<file path="config.mk">
export PLATFORM = sky130hd
export DESIGN_NAME = abd_ctrl
export DESIGN_NICKNAME = d
export VERILOG_FILES = /design/src/rtl/abd_pkg.sv /design/src/rtl/abd_ctrl.sv
export SDC_FILE = /design/constraint.sdc
export NUM_CORES = 1
export LEC_CHECK = 0
export ABC_CLOCK_PERIOD_IN_PS = 2100
export BUFFER_PORTS_ARGS = -buffer_cell sky130_fd_sc_hd__buf_2
export CAP_MARGIN = 10
export CORE_MARGIN = 3
export CORE_UTILIZATION = 46
export DETAILED_ROUTE_END_ITERATION = 12
export GPL_ROUTABILITY_DRIVEN = 0
export GPL_TIMING_DRIVEN = 0
export PLACE_DENSITY = 0.78
export REMOVE_ABC_BUFFERS = 1
export SLEW_MARGIN = 5
export SYNTH_ARGS = -nofsm -noshare
export SYNTH_HDL_FRONTEND = slang
export SYNTH_SLANG_ARGS = --single-unit
</file>
<file path="constraint.sdc">
create_clock -name clk -period 2.1 [get_ports clk]
set_clock_uncertainty 0.2 [all_clocks]
set_input_delay 0.105 -clock clk [delete_from_list [all_inputs] [get_ports clk]]
set_output_delay 0.105 -clock clk [all_outputs]
set_load 0.03 [all_outputs]
</file>
<file path="src/rtl/abd_pkg.sv">
package abd_pkg;

  // Register and field widths
  localparam int DIM_W   = 13;
  localparam int TGT_W   = 9;
  localparam int ALPHA_W = 8;
  localparam int POS_W   = 8;
  localparam int SUM_W   = 2 * DIM_W + ALPHA_W;
  localparam int PROD_W  = 2 * DIM_W;
  localparam int IDX_W   = 2;

  localparam int MAX_SOURCE_DEF = 4096;
  localparam int MAX_TARGET_DEF = 256;

  localparam logic [DIM_W-1:0] WIDTH_RST  = DIM_W'(256);
  localparam logic [DIM_W-1:0] HEIGHT_RST = DIM_W'(256);
  localparam logic [TGT_W-1:0] TARGET_RST = TGT_W'(32);

  // Register indexes
  localparam logic [IDX_W-1:0] REG_SRC_WIDTH   = 2'd0;
  localparam logic [IDX_W-1:0] REG_SRC_HEIGHT  = 2'd1;
  localparam logic [IDX_W-1:0] REG_TARGET_SIZE = 2'd2;

  // Multiplier operand selects
  localparam logic [2:0] MUL_COUNT = 3'd0;
  localparam logic [2:0] MUL_COL   = 3'd1;
  localparam logic [2:0] MUL_ROW   = 3'd2;
  localparam logic [2:0] MUL_SETW  = 3'd3;
  localparam logic [2:0] MUL_SETH  = 3'd4;

  typedef struct packed {
    logic       cfg_write;
    logic       accept;
    logic       sum_load;
    logic       mul_go;
    logic [2:0] mul_sel;
    logic       div_start;
    logic       div_mean;
    logic       write_sum;
    logic       clear_entry;
    logic       out_load;
    logic       col_step;
    logic       col_adv;
    logic       col_load_end;
    logic       line_wrap;
    logic       row_step;
    logic       row_load_end;
    logic       frame_start;
    logic       first_w_load;
    logic       first_h_load;
  } abd_cmd_t;

  typedef struct packed {
    logic cfg_ok;
    logic cfg_hit;
    logic col_last;
    logic row_last;
    logic line_end;
    logic frame_end;
    logic div_done;
    logic out_free;
  } abd_stat_t;

endpackage

</file>
<file path="src/rtl/abd_ctrl.sv">
module abd_ctrl import abd_pkg::*; (
  input  logic      clk,
  input  logic      rst,
  input  logic      in_valid,
  output logic      in_ready,
  input  logic      cfg_valid,
  output logic      cfg_ready,
  input  abd_stat_t stat,
  output abd_cmd_t  cmd
);

  localparam logic [4:0] ST_SW_MUL = 5'd0;
  localparam logic [4:0] ST_SW_DVS = 5'd1;
  localparam logic [4:0] ST_SW_DIV = 5'd2;
  localparam logic [4:0] ST_SH_MUL = 5'd3;
  localparam logic [4:0] ST_SH_DVS = 5'd4;
  localparam logic [4:0] ST_SH_DIV = 5'd5;
  localparam logic [4:0] ST_FS     = 5'd6;
  localparam logic [4:0] ST_IDLE   = 5'd7;
  localparam logic [4:0] ST_RD     = 5'd8;
  localparam logic [4:0] ST_ACC    = 5'd9;
  localparam logic [4:0] ST_MDIV   = 5'd10;
  localparam logic [4:0] ST_OUT    = 5'd11;
  localparam logic [4:0] ST_ADV    = 5'd12;
  localparam logic [4:0] ST_C_MUL  = 5'd13;
  localparam logic [4:0] ST_C_DVS  = 5'd14;
  localparam logic [4:0] ST_C_DIV  = 5'd15;
  localparam logic [4:0] ST_R_MUL  = 5'd16;
  localparam logic [4:0] ST_R_DVS  = 5'd17;
  localparam logic [4:0] ST_R_DIV  = 5'd18;

  logic [4:0] state;
  logic [4:0] state_next;

  // a waiting cfg request goes first, so in is held off meanwhile
  assign in_ready  = (state == ST_IDLE) && !cfg_valid;
  assign cfg_ready = (state == ST_IDLE);

  always_ff @(posedge clk) begin
    if (rst) begin
      state <= ST_SW_MUL;
    end else begin
      state <= state_next;
    end
  end

  always_comb begin
    cmd        = '0;
    cmd.mul_sel = MUL_COUNT;
    state_next = state;
    unique case (state)
      ST_SW_MUL: begin
        cmd.mul_go  = 1'b1;
        cmd.mul_sel = MUL_SETW;
        state_next  = ST_SW_DVS;
      end
      ST_SW_DVS: begin
        cmd.div_start = 1'b1;
        state_next    = ST_SW_DIV;
      end
      ST_SW_DIV: begin
        if (stat.div_done) begin
          cmd.first_w_load = 1'b1;
          state_next       = ST_SH_MUL;
        end
      end
      ST_SH_MUL: begin
        cmd.mul_go  = 1'b1;
        cmd.mul_sel = MUL_SETH;
        state_next  = ST_SH_DVS;
      end
      ST_SH_DVS: begin
        cmd.div_start = 1'b1;
        state_next    = ST_SH_DIV;
      end
      ST_SH_DIV: begin
        if (stat.div_done) begin
          cmd.first_h_load = 1'b1;
          state_next       = ST_FS;
        end
      end
      ST_FS: begin
        cmd.frame_start = 1'b1;
        state_next      = ST_IDLE;
      end
      ST_IDLE: begin
        if (cfg_valid) begin
          cmd.cfg_write = 1'b1;
          if (stat.cfg_hit) begin
            state_next = ST_SW_MUL;
          end
        end else if (in_valid && stat.cfg_ok) begin
          cmd.accept = 1'b1;
          state_next = ST_RD;
        end
      end
      ST_RD: begin
        cmd.sum_load = 1'b1;
        cmd.mul_go   = 1'b1;
        cmd.mul_sel  = MUL_COUNT;
        state_next   = ST_ACC;
      end
      ST_ACC: begin
        if (stat.col_last && stat.row_last) begin
          cmd.div_start = 1'b1;
          cmd.div_mean  = 1'b1;
          state_next    = ST_MDIV;
        end else begin
          cmd.write_sum = 1'b1;
          state_next    = ST_ADV;
        end
      end
      ST_MDIV: begin
        if (stat.div_done) begin
          state_next = ST_OUT;
        end
      end
      ST_OUT: begin
        if (stat.out_free) begin
          cmd.out_load    = 1'b1;
          cmd.clear_entry = 1'b1;
          state_next      = ST_ADV;
        end
      end
      ST_ADV: begin
        if (!stat.line_end) begin
          cmd.col_step = 1'b1;
          if (stat.col_last) begin
            cmd.col_adv = 1'b1;
            state_next  = ST_C_MUL;
          end else begin
            state_next = ST_IDLE;
          end
        end else begin
          cmd.line_wrap = 1'b1;
          if (stat.frame_end) begin
            cmd.frame_start = 1'b1;
            state_next      = ST_IDLE;
          end else if (stat.row_last) begin
            cmd.row_step = 1'b1;
            state_next   = ST_R_MUL;
          end else begin
            state_next = ST_IDLE;
          end
        end
      end
      ST_C_MUL: begin
        cmd.mul_go  = 1'b1;
        cmd.mul_sel = MUL_COL;
        state_next  = ST_C_DVS;
      end
      ST_C_DVS: begin
        cmd.div_start = 1'b1;
        state_next    = ST_C_DIV;
      end
      ST_C_DIV: begin
        if (stat.div_done) begin
          cmd.col_load_end = 1'b1;
          state_next       = ST_IDLE;
        end
      end
      ST_R_MUL: begin
        cmd.mul_go  = 1'b1;
        cmd.mul_sel = MUL_ROW;
        state_next  = ST_R_DVS;
      end
      ST_R_DVS: begin
        cmd.div_start = 1'b1;
        state_next    = ST_R_DIV;
      end
      ST_R_DIV: begin
        if (stat.div_done) begin
          cmd.row_load_end = 1'b1;
          state_next       = ST_IDLE;
        end
      end
      default: begin
        state_next = ST_SW_MUL;
      end
    endcase
  end

endmodule

</file>
## Yosys cells after proc, flatten, opt, wreduce, memory -nomap -nowiden

Index checks and enable logic that the tools add are counted.
Widths: inputs -> output; s select.

- Register bits: 5
- Output and inout bits: 23
- Word-level logic and storage cells: 75
- Input port bits: 12

- Mux-type cells: 41
- Reduce and logical (&&, ||, !) cells: 8
- Eq/ne operators: 25

Operators with widths:

| cell | count |
|---|---|
| $pmux 5 s18 | 1 |
| $mux 5 | 11 |
| $eq 5x4->1 const B | 8 |
| $eq 5x3->1 const B | 4 |
| $pmux 4 s5 | 1 |
| $mux 2 | 9 |
| $eq 5x5->1 const B | 3 |
| $mux 1 | 15 |
| $eq 5x2->1 const B | 2 |
| $ne 2x2->1 const B | 4 |
| $reduce_and 7->1 | 1 |
| $ne 3x2->1 const B | 2 |
| $eq 5x1->1 const B | 1 |
| $logic_not 5->1 | 1 |
| $mux 4 | 1 |
| $pmux 1 s2 | 2 |
| $reduce_or 4->1 | 1 |
| $logic_and 1x1->1 | 3 |
| $mux 3 | 1 |
| $ne 2x1->1 const B | 1 |
| $reduce_or 2->1 | 1 |
| $logic_not 1->1 | 1 |

## Longest topological paths before layout

Gate-level depths: netlist of the first run.

- Depth in word-level cells: 4
- Depth in mapped cells: 7
- Gate-level depth less buffers: 5

## Worst setup path before layout of the first run

No wires, ideal clock.

- Path kind: reg-to-output
- From: register state[0]
- To: output port cmd[13] (netlist name)
- Stages on the path, launching flop included: 6
- Setup slack: -0.140 ns
- Data arrival time: 1.935 ns
- Path buffers: 2
- Cell sequence: dfxtp_1 clkbuf_1 clkbuf_1 nand2_1 o32a_1 o21ai_0

RTL lines:

| element | RTL line | RTL |
|---|---|---|
| start, declared | abd_ctrl.sv:32 | `logic [4:0] state;` |
| start signal, assigned | abd_ctrl.sv:43 | `state <= state_next;` |
| end, declared | abd_ctrl.sv:9 | `output abd_cmd_t cmd` |

## Worst setup path in the final report of the first run

- From: register state[4]
- To: register state[3]

- Word-level cells in the longest chain between the ends: 4
- Elaborated cells between the ends (all ways): 29
- Those cells by class: eq/ne (25); mux (1); reduce/logical (3)

RTL lines:

| element | RTL line | RTL |
|---|---|---|
| $eq 5x5->1 or $eq 5x4->1 (tied branches) | abd_ctrl.sv:51 | `unique case (state)` |
| $reduce_or 2->1 (no line) | -- |  |
| $ne 2x1->1 (no line) | -- |  |
| $reduce_and 7->1 (no line) | -- |  |

Parallel ways exist; a longest one is shown, timed or not.
A chain may end at the register's enable or synchronous reset.

==> reports/qor.json, run 1 <==
{
  "max_cap_viol_count": {"value": 0},
  "hold_slack": {"value": 0.112, "unit": "ns"},
  "comb_power_share": {"value": 64.5, "unit": "%"},
  "timing_worst_slew_pin_value": {"value": 0.368, "unit": "ns"},
  "critical_path_arrival": {"value": 1.95, "unit": "ns"},
  "synth-edff-count": {"value": 0},
  "postSynthAreaPerCell": {"value": 6.17, "unit": "um2"},
  "proportion_of_register_bits_with_asynchronous_set_or_reset_after_synthesis": {"value": 0, "unit": "%"},
  "cts.htree.levels": {"value": 1},
  "placeableCoreArea": {"value": 1540, "unit": "um2"},
  "clkSlewWorstSetupHoldPaths": {"value": 0.05, "unit": "ns"},
  "synth_top_area_share": {"value": 12.9, "unit": "%"},
  "io_pins": {"value": 35},
  "setup_failing_eps_final": {"value": 0},
  "drt_first_pass_iters": {"value": 4},
  "regToRegSetupSlack": {"value": 0.08, "unit": "ns"},
  "clock.fmax": {"value": 0.496, "unit": "GHz"},
  "vias_per_cell": {"value": 6.08},
  "worstReg2RegEnd": {"value": "state[3]"},
  "depth_of_the_worst_hold_timing_path": {"value": 4},
  "yosysSeqAreaShare": {"value": 12.9, "unit": "%"},
  "leakage": {"value": 0.492, "unit": "nW"},
  "yosys.cell_types.count": {"value": 44},
  "rr_worst_depth": {"value": 5},
  "syn2layout_area_growth": {"value": 25.6, "unit": "%"},
  "p_int": {"value": 0.000444, "unit": "W"},
  "first_pass_grt_wire_length": {"value": 3750, "unit": "um"},
  "clk_latency": {"value": 0.24, "unit": "ns"},
  "dieArea": {"value": 2220, "unit": "um2"},
  "p_switching": {"value": 0.000596, "unit": "W"},
  "antenna_found_initial": {"value": 0},
  "synth.largest_area_cell": {"value": "sky130_fd_sc_hd__dfxtp_1"},
  "rsz0062_at_grt": {"value": "no"},
  "post-route-period-util": {"value": 96.0, "unit": "%"},
  "worstSetupPathType": {"value": "flip-flop to flip-flop"},
  "route.vias.total": {"value": 1033},
  "count_of_unresolved_drc_violations_after_routing": {"value": 0},
  "power.clock.fraction": {"value": 10.5, "unit": "%"},
  "sink_count_of_the_clock_tree": {"value": 5},
  "worst_hold_startpoint": {"value": "stat[2]"},
  "status": {"value": "completed"},
  "power.density_cell_area": {"value": 1070, "unit": "nW/um2"},
  "worstPathMaxFanout": {"value": 18},
  "final.min_clock_period": {"value": 2.02, "unit": "ns"},
  "cts-buffers-inserted": {"value": 3},
  "final.setup.tns": {"value": 0, "unit": "ns"},
  "netlist_top_cells_area": {"value": "sky130_fd_sc_hd__dfxtp_1 13%, sky130_fd_sc_hd__nand2_1 7.2%, sky130_fd_sc_hd__o21ai_0 6.4%"},
  "postRouteWirelength": {"value": 2410, "unit": "um"},
  "number_of_cells_produced_by_synthesis": {"value": 126},
  "slew_violations": {"value": 0},
  "crit_required": {"value": 2.03, "unit": "ns"},
  "sequentialPowerShare": {"value": 25.0, "unit": "%"},
  "yosys_warnings": {"value": 0},
  "buffer_ports.inserted": {"value": 34},
  "timing.rr.start": {"value": "state[4]"},
  "hold_class": {"value": "primary input to flip-flop"},
  "final_routed_wire_length_divided_by_cell_count": {"value": 14.1, "unit": "um"},
  "max-vdd-ir-drop": {"value": 692, "unit": "uV"},
  "dr.first_iter.drc_count": {"value": 45},
  "cell_at_the_root_of_the_clock_tree": {"value": "sky130_fd_sc_hd__clkbuf_4"},
  "startpoint_types": {"value": "flip-flop"},
  "n_antenna_cell": {"value": 0},
  "grt_max_degree": {"value": 22},
  "setup.worst_path.end_class": {"value": "flip-flop"},
  "ctsLongestPathBuffers": {"value": 2},
  "nets": {"value": 167},
  "drive_above_1_share": {"value": 31.8, "unit": "%"},
  "track_usage": {"value": 22.4, "unit": "%"},
  "number_of_flip_flops_in_the_largest_register": {"value": 5},
  "die_h": {"value": 47.1, "unit": "um"},
  "dp_hpwl": {"value": 1720, "unit": "um"},
  "top_register": {"value": "state"},
  "grt.overflow.total": {"value": 0},
  "floorplan.die.width": {"value": 47.1, "unit": "um"},
  "initial_core_util": {"value": 50.4, "unit": "%"},
  "layout_top_registers": {"value": "state (5)"},
  "synthesis.area": {"value": 777, "unit": "um2"},
  "slew_headroom": {"value": 75.5, "unit": "%"},
  "ys_ff_latch": {"value": 5},
  "drtAntennaViolNets": {"value": 0},
  "via_count_of_the_first_global_routing_pass": {"value": 909},
  "final_hold_viol_count": {"value": 0},
  "sw_frac_of_total": {"value": 57.3, "unit": "%"},
  "cts_tree": {"value": "built"},
  "worstHoldEndpoint": {"value": "state[4]"},
  "placement_rows": {"value": 14},
  "synth_top_flop_cell": {"value": "sky130_fd_sc_hd__dfxtp_1"}
}
==> metrics by stage <==
stage / instance area (um2) / power, W / utilization, % / cells / worst slack, ns
2_1_floorplan: 718 / 0.000714 / - / 114 / 0.0254
3_3_place_gp: 908 / 0.000888 / 58.9 / 164 / -0.177
3_5_place_dp: 908 / 0.000909 / 58.9 / 164 / -0.187
4_1_cts: 960 / 0.00103 / 62.3 / 169 / 0.0275
5_1_grt: 976 / 0.00113 / 63.3 / 170 / 0.00635
6_report: 976 / 0.00104 / 63.3 / 170 / 0.0844
==> what timing repair did <==
| action | 4_1_cts | 5_1_grt |
|---|---|---|
| hold endpoints to repair | 5 | 0 |
| endpoints found under the setup margin | 16 | 4 |
| hold buffers | 1 | 0 |
| setup buffers | 0 | 1 |
| resized for setup | 7 | 4 |
==> metal layers <==
metal / routed length, um / GRT usage (%) / part of all wire [%]
met2: 1200 / 38.8 / 50
met1: 993 / 28.7 / 41
met3: 195 / 1.53 / 8.1
met4: 15 / 8.84 / 0.62
met5: 0 / 0 / 0
==> final cells by class <==
cell class              count  area (um2)
flip-flops and latches      5         114
repair buffers             36         188
fillers                   148         566
inverters                   7        26.3
well taps                  16        20.0
multi-input cells         102         601
clock inverters             1        5.00
clock buffers               3        22.5
==> power groups by stage <==
stage	Sequential, W	Combinational (W)	Clock [W]
final	0.000260	0.000671	0.000109
after global routing	0.000272	0.000739	0.000123
after CTS	0.000252	0.000666	0.000115
after detailed placement	0.000248	0.000661	0
after global placement	0.000244	0.000644	0
after floorplan	0.000208	0.000506	0
==> cells by family after synthesis <==
kind of cell | count (synthesis) | share of synthesized area [%]
buffers and inverters | 19 | 11.0
AND/OR/NAND/NOR | 68 | 46.5
AO/OA/AOI/OAI | 34 | 29.6
flip-flops | 5 | 12.9
==> critical path: stages, from the launching register on <==
cell and delay (ns):
sky130_fd_sc_hd__dfxtp_4 0.40, sky130_fd_sc_hd__or3b_1 0.41, sky130_fd_sc_hd__or3_1 0.40, sky130_fd_sc_hd__and3_4 0.20, sky130_fd_sc_hd__a211o_1 0.25, sky130_fd_sc_hd__o41ai_1 0.05
==> how the worst max path moves through the flow <==
stage               endpoint  cells past startpoint  slack, ns     start
global route        state[3]                      5      0.006  state[4]
finish              state[3]                      5       0.08  state[4]
global placement    state[3]                      5      -0.18  state[3]
CTS                   cmd[4]                      5       0.03  state[2]
detailed placement  state[3]                      5      -0.19  state[3]
floorplan           state[3]                      5       0.03  state[3]
==> cells in the final DEF (no fill, tap or decap), drive strengths merged, types with 5 or more instances in the layout <==
cell and count:
and3 7, nor3 9, inv 7, a21oi 5, o21ai 10, nand2 15
nor2 12, buf 35, dfxtp 5, nand3 5
==> cells in the mapped netlist (2+ instances only) <==
master / count
sky130_fd_sc_hd__nor3_1: 9
sky130_fd_sc_hd__a211oi_1: 2
sky130_fd_sc_hd__clkbuf_1: 8
sky130_fd_sc_hd__nand2_1: 15
sky130_fd_sc_hd__dfxtp_1: 5
sky130_fd_sc_hd__buf_2: 2
sky130_fd_sc_hd__or3_1: 3
sky130_fd_sc_hd__nand3_1: 5
sky130_fd_sc_hd__nor4_1: 2
sky130_fd_sc_hd__a21oi_1: 5
sky130_fd_sc_hd__nor3b_1: 3
sky130_fd_sc_hd__inv_1: 7
sky130_fd_sc_hd__o211ai_1: 2
sky130_fd_sc_hd__nor2b_1: 3
sky130_fd_sc_hd__nor2_1: 12
sky130_fd_sc_hd__and3_1: 6
sky130_fd_sc_hd__o21ai_0: 10
Note: power is estimated with default switching activity, not from simulation.
==> run 2, diff against run 1 <==
ABC_CLOCK_PERIOD_IN_PS = 1850   (was 2100)
CORE_UTILIZATION = 42   (was 46)
PLACE_DENSITY = 0.75   (was 0.78)
clock period = 1.85 ns   (was 2.1 ns; I/O delays follow)
==> reports/qor.json, run 2 (same netlist as run 1, synthesis figures left out) <==
{
  "status": {"value": "finished with violations"},
  "failing_checks": {"value": "setup timing"},
  "dp_hpwl": {"value": 1670, "unit": "um", "change": "-2.8%"},
  "track_usage": {"value": 22.6, "unit": "%", "change": "+0.21 points"},
  "dp_slack": {"value": -0.419, "unit": "ns", "change": "-0.231 ns"},
  "slew_violations": {"value": 0, "change": "unchanged"},
  "p_switching": {"value": 0.000785, "unit": "W", "change": "+32%"},
  "placement_rows": {"value": 14, "change": "unchanged"},
  "clock.fmax": {"value": 0.504, "unit": "GHz", "change": "+1.5%"},
  "worstSetupPathType": {"value": "flip-flop to flip-flop"},
  "slowest_stage": {"value": "sky130_fd_sc_hd__dfxtp_4"},
  "post-route-worst-setup-slack": {"value": -0.136, "unit": "ns", "change": "-0.220 ns"},
  "fillCellCount": {"value": 128, "change": "-14%"},
  "drtAntennaViolNets": {"value": 0, "change": "unchanged"},
  "timing_worst_slew_pin_value": {"value": 0.407, "unit": "ns", "change": "+0.0388 ns"},
  "rsz0062_at_grt": {"value": "yes"},
  "grt_max_degree": {"value": 22, "change": "unchanged"},
  "power.density_cell_area": {"value": 1200, "unit": "nW/um2", "change": "+13%"},
  "initial_core_util": {"value": 47.7, "unit": "%", "change": "-2.7 points"},
  "timing.critical_path.slowest_cell_delay": {"value": 0.37, "unit": "ns", "change": "-0.04 ns"},
  "ctsLongestPathBuffers": {"value": 2, "change": "unchanged"},
  "final_hold_viol_count": {"value": 0, "change": "unchanged"},
  "die_h": {"value": 49.0, "unit": "um", "change": "+4.1%"},
  "worstPathCellList": {"value": "buf_4 -> and3_1 -> o211ai_1 -> and3_4 -> nand2_1 -> o41ai_2"},
  "antenna_found_initial": {"value": 0, "change": "unchanged"},
  "cts-buffers-inserted": {"value": 3, "change": "unchanged"},
  "final_common_cell": {"value": "sky130_fd_sc_hd__buf_2"},
  "setup_failing_eps_final": {"value": 4, "change": "+4"},
  "crit_cells": {"value": 6, "change": "+1"},
  "drt_first_pass_iters": {"value": 4, "change": "unchanged"},
  "slew_headroom": {"value": 72.7, "unit": "%", "change": "-2.7 points"},
  "comb_power_share": {"value": 72.2, "unit": "%", "change": "+7.7 points"},
  "dr.first_iter.drc_count": {"value": 52, "change": "+16%"},
  "max-vdd-ir-drop": {"value": 784, "unit": "uV", "change": "+13%"},
  "final_cell_mix": {"value": "31 x sky130_fd_sc_hd__buf_2, 15 x sky130_fd_sc_hd__nand2_1, 14 x sky130_fd_sc_hd__buf_4, 11 x sky130_fd_sc_hd__nor2_1, 8 x sky130_fd_sc_hd__o21ai_0"},
  "syn2layout_area_growth": {"value": 53.3, "unit": "%"},
  "grt.overflow.total": {"value": 0, "change": "unchanged"},
  "rr_worst_depth": {"value": 6, "change": "+1"},
  "first_pass_grt_wire_length": {"value": 4560, "unit": "um", "change": "+22%"},
  "setup.worst_path.end_class": {"value": "flip-flop"},
  "critical_path_arrival": {"value": 1.91, "unit": "ns", "change": "-0.04 ns"},
  "final.min_clock_period": {"value": 1.99, "unit": "ns", "change": "-0.0301 ns"},
  "finalInstanceArea": {"value": 1190, "unit": "um2", "change": "+22%"},
  "route.vias.total": {"value": 1177, "change": "+14%"},
  "regToRegSetupSlack": {"value": -0.14, "unit": "ns", "change": "-0.22 ns"},
  "worstReg2RegEnd": {"value": "state[3]"},
  "via_count_of_the_first_global_routing_pass": {"value": 1047, "change": "+15%"},
  "layout_top_registers": {"value": "state (5)"},
  "post-route-period-util": {"value": 107, "unit": "%", "change": "+11 points"},
  "finalPower": {"value": 0.00143, "unit": "W", "change": "+37%"},
  "count_of_unresolved_drc_violations_after_routing": {"value": 0, "change": "unchanged"},
  "io_pins": {"value": 35, "change": "unchanged"},
  "footprint_of_the_multi_input_gates": {"value": 693, "unit": "um2", "change": "+15%"},
  "hold_class": {"value": "primary input to flip-flop"},
  "area.sequential": {"value": 119, "unit": "um2", "change": "+4.4%"},
  "critical_path.top_delay_family": {"value": "simple AND/OR/NAND/NOR gates"},
  "placeableCoreArea": {"value": 1630, "unit": "um2", "change": "+5.7%"},
  "worst_setup_path_startpoint": {"value": "state[2]"},
  "clk_latency": {"value": 0.24, "unit": "ns", "change": "about the same"},
  "worst-path-buf-inv": {"value": 1, "change": "+1"},
  "timing.rr.start": {"value": "state[2]"},
  "startpoint_types": {"value": "flip-flop"},
  "floorplan.die.width": {"value": 49.0, "unit": "um", "change": "+4.1%"},
  "place_area": {"value": 918, "unit": "um2", "change": "+1.1%"},
  "hold_slack": {"value": 0.139, "unit": "ns", "change": "+0.0267 ns"},
  "crit_required": {"value": 1.77, "unit": "ns", "change": "-0.26 ns"},
  "vias_per_cell": {"value": 6.16, "change": "+1.4%"},
  "worstPathMaxFanout": {"value": 9, "change": "-9"},
  "final.setup.tns": {"value": -0.236, "unit": "ns", "change": "-0.236 ns"},
  "cts.htree.levels": {"value": 1, "change": "unchanged"},
  "sw_frac_of_total": {"value": 55.0, "unit": "%", "change": "-2.3 points"},
  "power.clock.fraction": {"value": 8.8, "unit": "%", "change": "-1.7 points"},
  "max_cap_viol_count": {"value": 0, "change": "unchanged"},
  "cts_tree": {"value": "built"},
  "nets": {"value": 180, "change": "+7.8%"},
  "sink_count_of_the_clock_tree": {"value": 5, "change": "unchanged"},
  "top_register": {"value": "state"},
  "leakage": {"value": 0.603, "unit": "nW", "change": "+23%"},
  "postRouteWirelength": {"value": 2970, "unit": "um", "change": "+23%"},
  "clkSlewWorstSetupHoldPaths": {"value": 0.05, "unit": "ns", "change": "about the same"},
  "cell_at_the_root_of_the_clock_tree": {"value": "sky130_fd_sc_hd__clkbuf_4"},
  "number_of_flip_flops_in_the_largest_register": {"value": 5, "change": "unchanged"},
  "buffer_ports.inserted": {"value": 34, "change": "unchanged"},
  "sequentialPowerShare": {"value": 19.0, "unit": "%", "change": "-6.0 points"},
  "n_antenna_cell": {"value": 0, "change": "unchanged"},
  "final_routed_wire_length_divided_by_cell_count": {"value": 15.5, "unit": "um", "change": "+9.8%"},
  "dieArea": {"value": 2400, "unit": "um2", "change": "+8.3%"},
  "p_int": {"value": 0.000643, "unit": "W", "change": "+45%"},
  "worst_setup_path_endpoint": {"value": "state[3]"},
  "drive_above_1_share": {"value": 47.3, "unit": "%", "change": "+15 points"}
}
-- run 2: cell types whose count changed in the layout (fill, tap and decap cells not counted), sizes merged --
| cell | delta |
|---|---|
| buf | +11 |
| clkbuf | +3 |
| clkinv | -1 |
-- run 2: stage by stage --
step                instances  utilization, %
CTS                       187            65.2
finish                    191            73.1
floorplan                 114               -
detailed placement        172            56.4
global route              191            73.1
global placement          172            56.4
-- run 2: metal layers --
metal | GRT usage [%] | share of wire (%)
met2 | 35.7 | 48
met3 | 2.14 | 10
met1 | 32.2 | 41
met5 | 0 | 0
met4 | 6.64 | 0.77
-- run 2: what timing repair did --
action | 4_1_cts | 5_1_grt
buffers inserted | 10 | 4
hold buffers | 1 | 0
gates cloned | 0 | 0
resized for setup | 16 | 27
hold endpoints to repair | 5 | 0
endpoints found under the setup margin | 27 | 17
pin swaps | 1 | 6
-- run 2: final cells by class --
type	instances	share of cell area, %
flip-flops and latches	5	9.98
well taps	24	2.52
multi-input cells	102	58.2
repair buffers	49	24.9
clock buffers	4	2.21
inverters	7	2.21
-- run 2: power by group through the flow --
stage / Combinational [W] / Sequential (W) / Clock [W]
after floorplan: 0.000574 / 0.000236 / 0
after global placement: 0.000735 / 0.000281 / 0
after detailed placement: 0.000742 / 0.000282 / 0
after CTS: 0.000827 / 0.000272 / 0.000125
after global routing: 0.00110 / 0.000279 / 0.000144
final: 0.00103 / 0.000271 / 0.000126
-- run 2: worst min path at each step --
stage,startpoint,end,depth (start not counted)
final,stat[2],state[4],4
after global routing,stat[2],state[4],4
after CTS,stat[2],state[4],4
after detailed placement,rst,state[1],2
after global placement,rst,state[4],2
after floorplan,rst,state[1],1
-- run 2: tightest hold or removal path: stages --
cell and delay, ns:
sky130_fd_sc_hd__buf_2 0.08, sky130_fd_sc_hd__nand3b_1 0.15, sky130_fd_sc_hd__or2_4 0.14, sky130_fd_sc_hd__a21oi_1 0.06
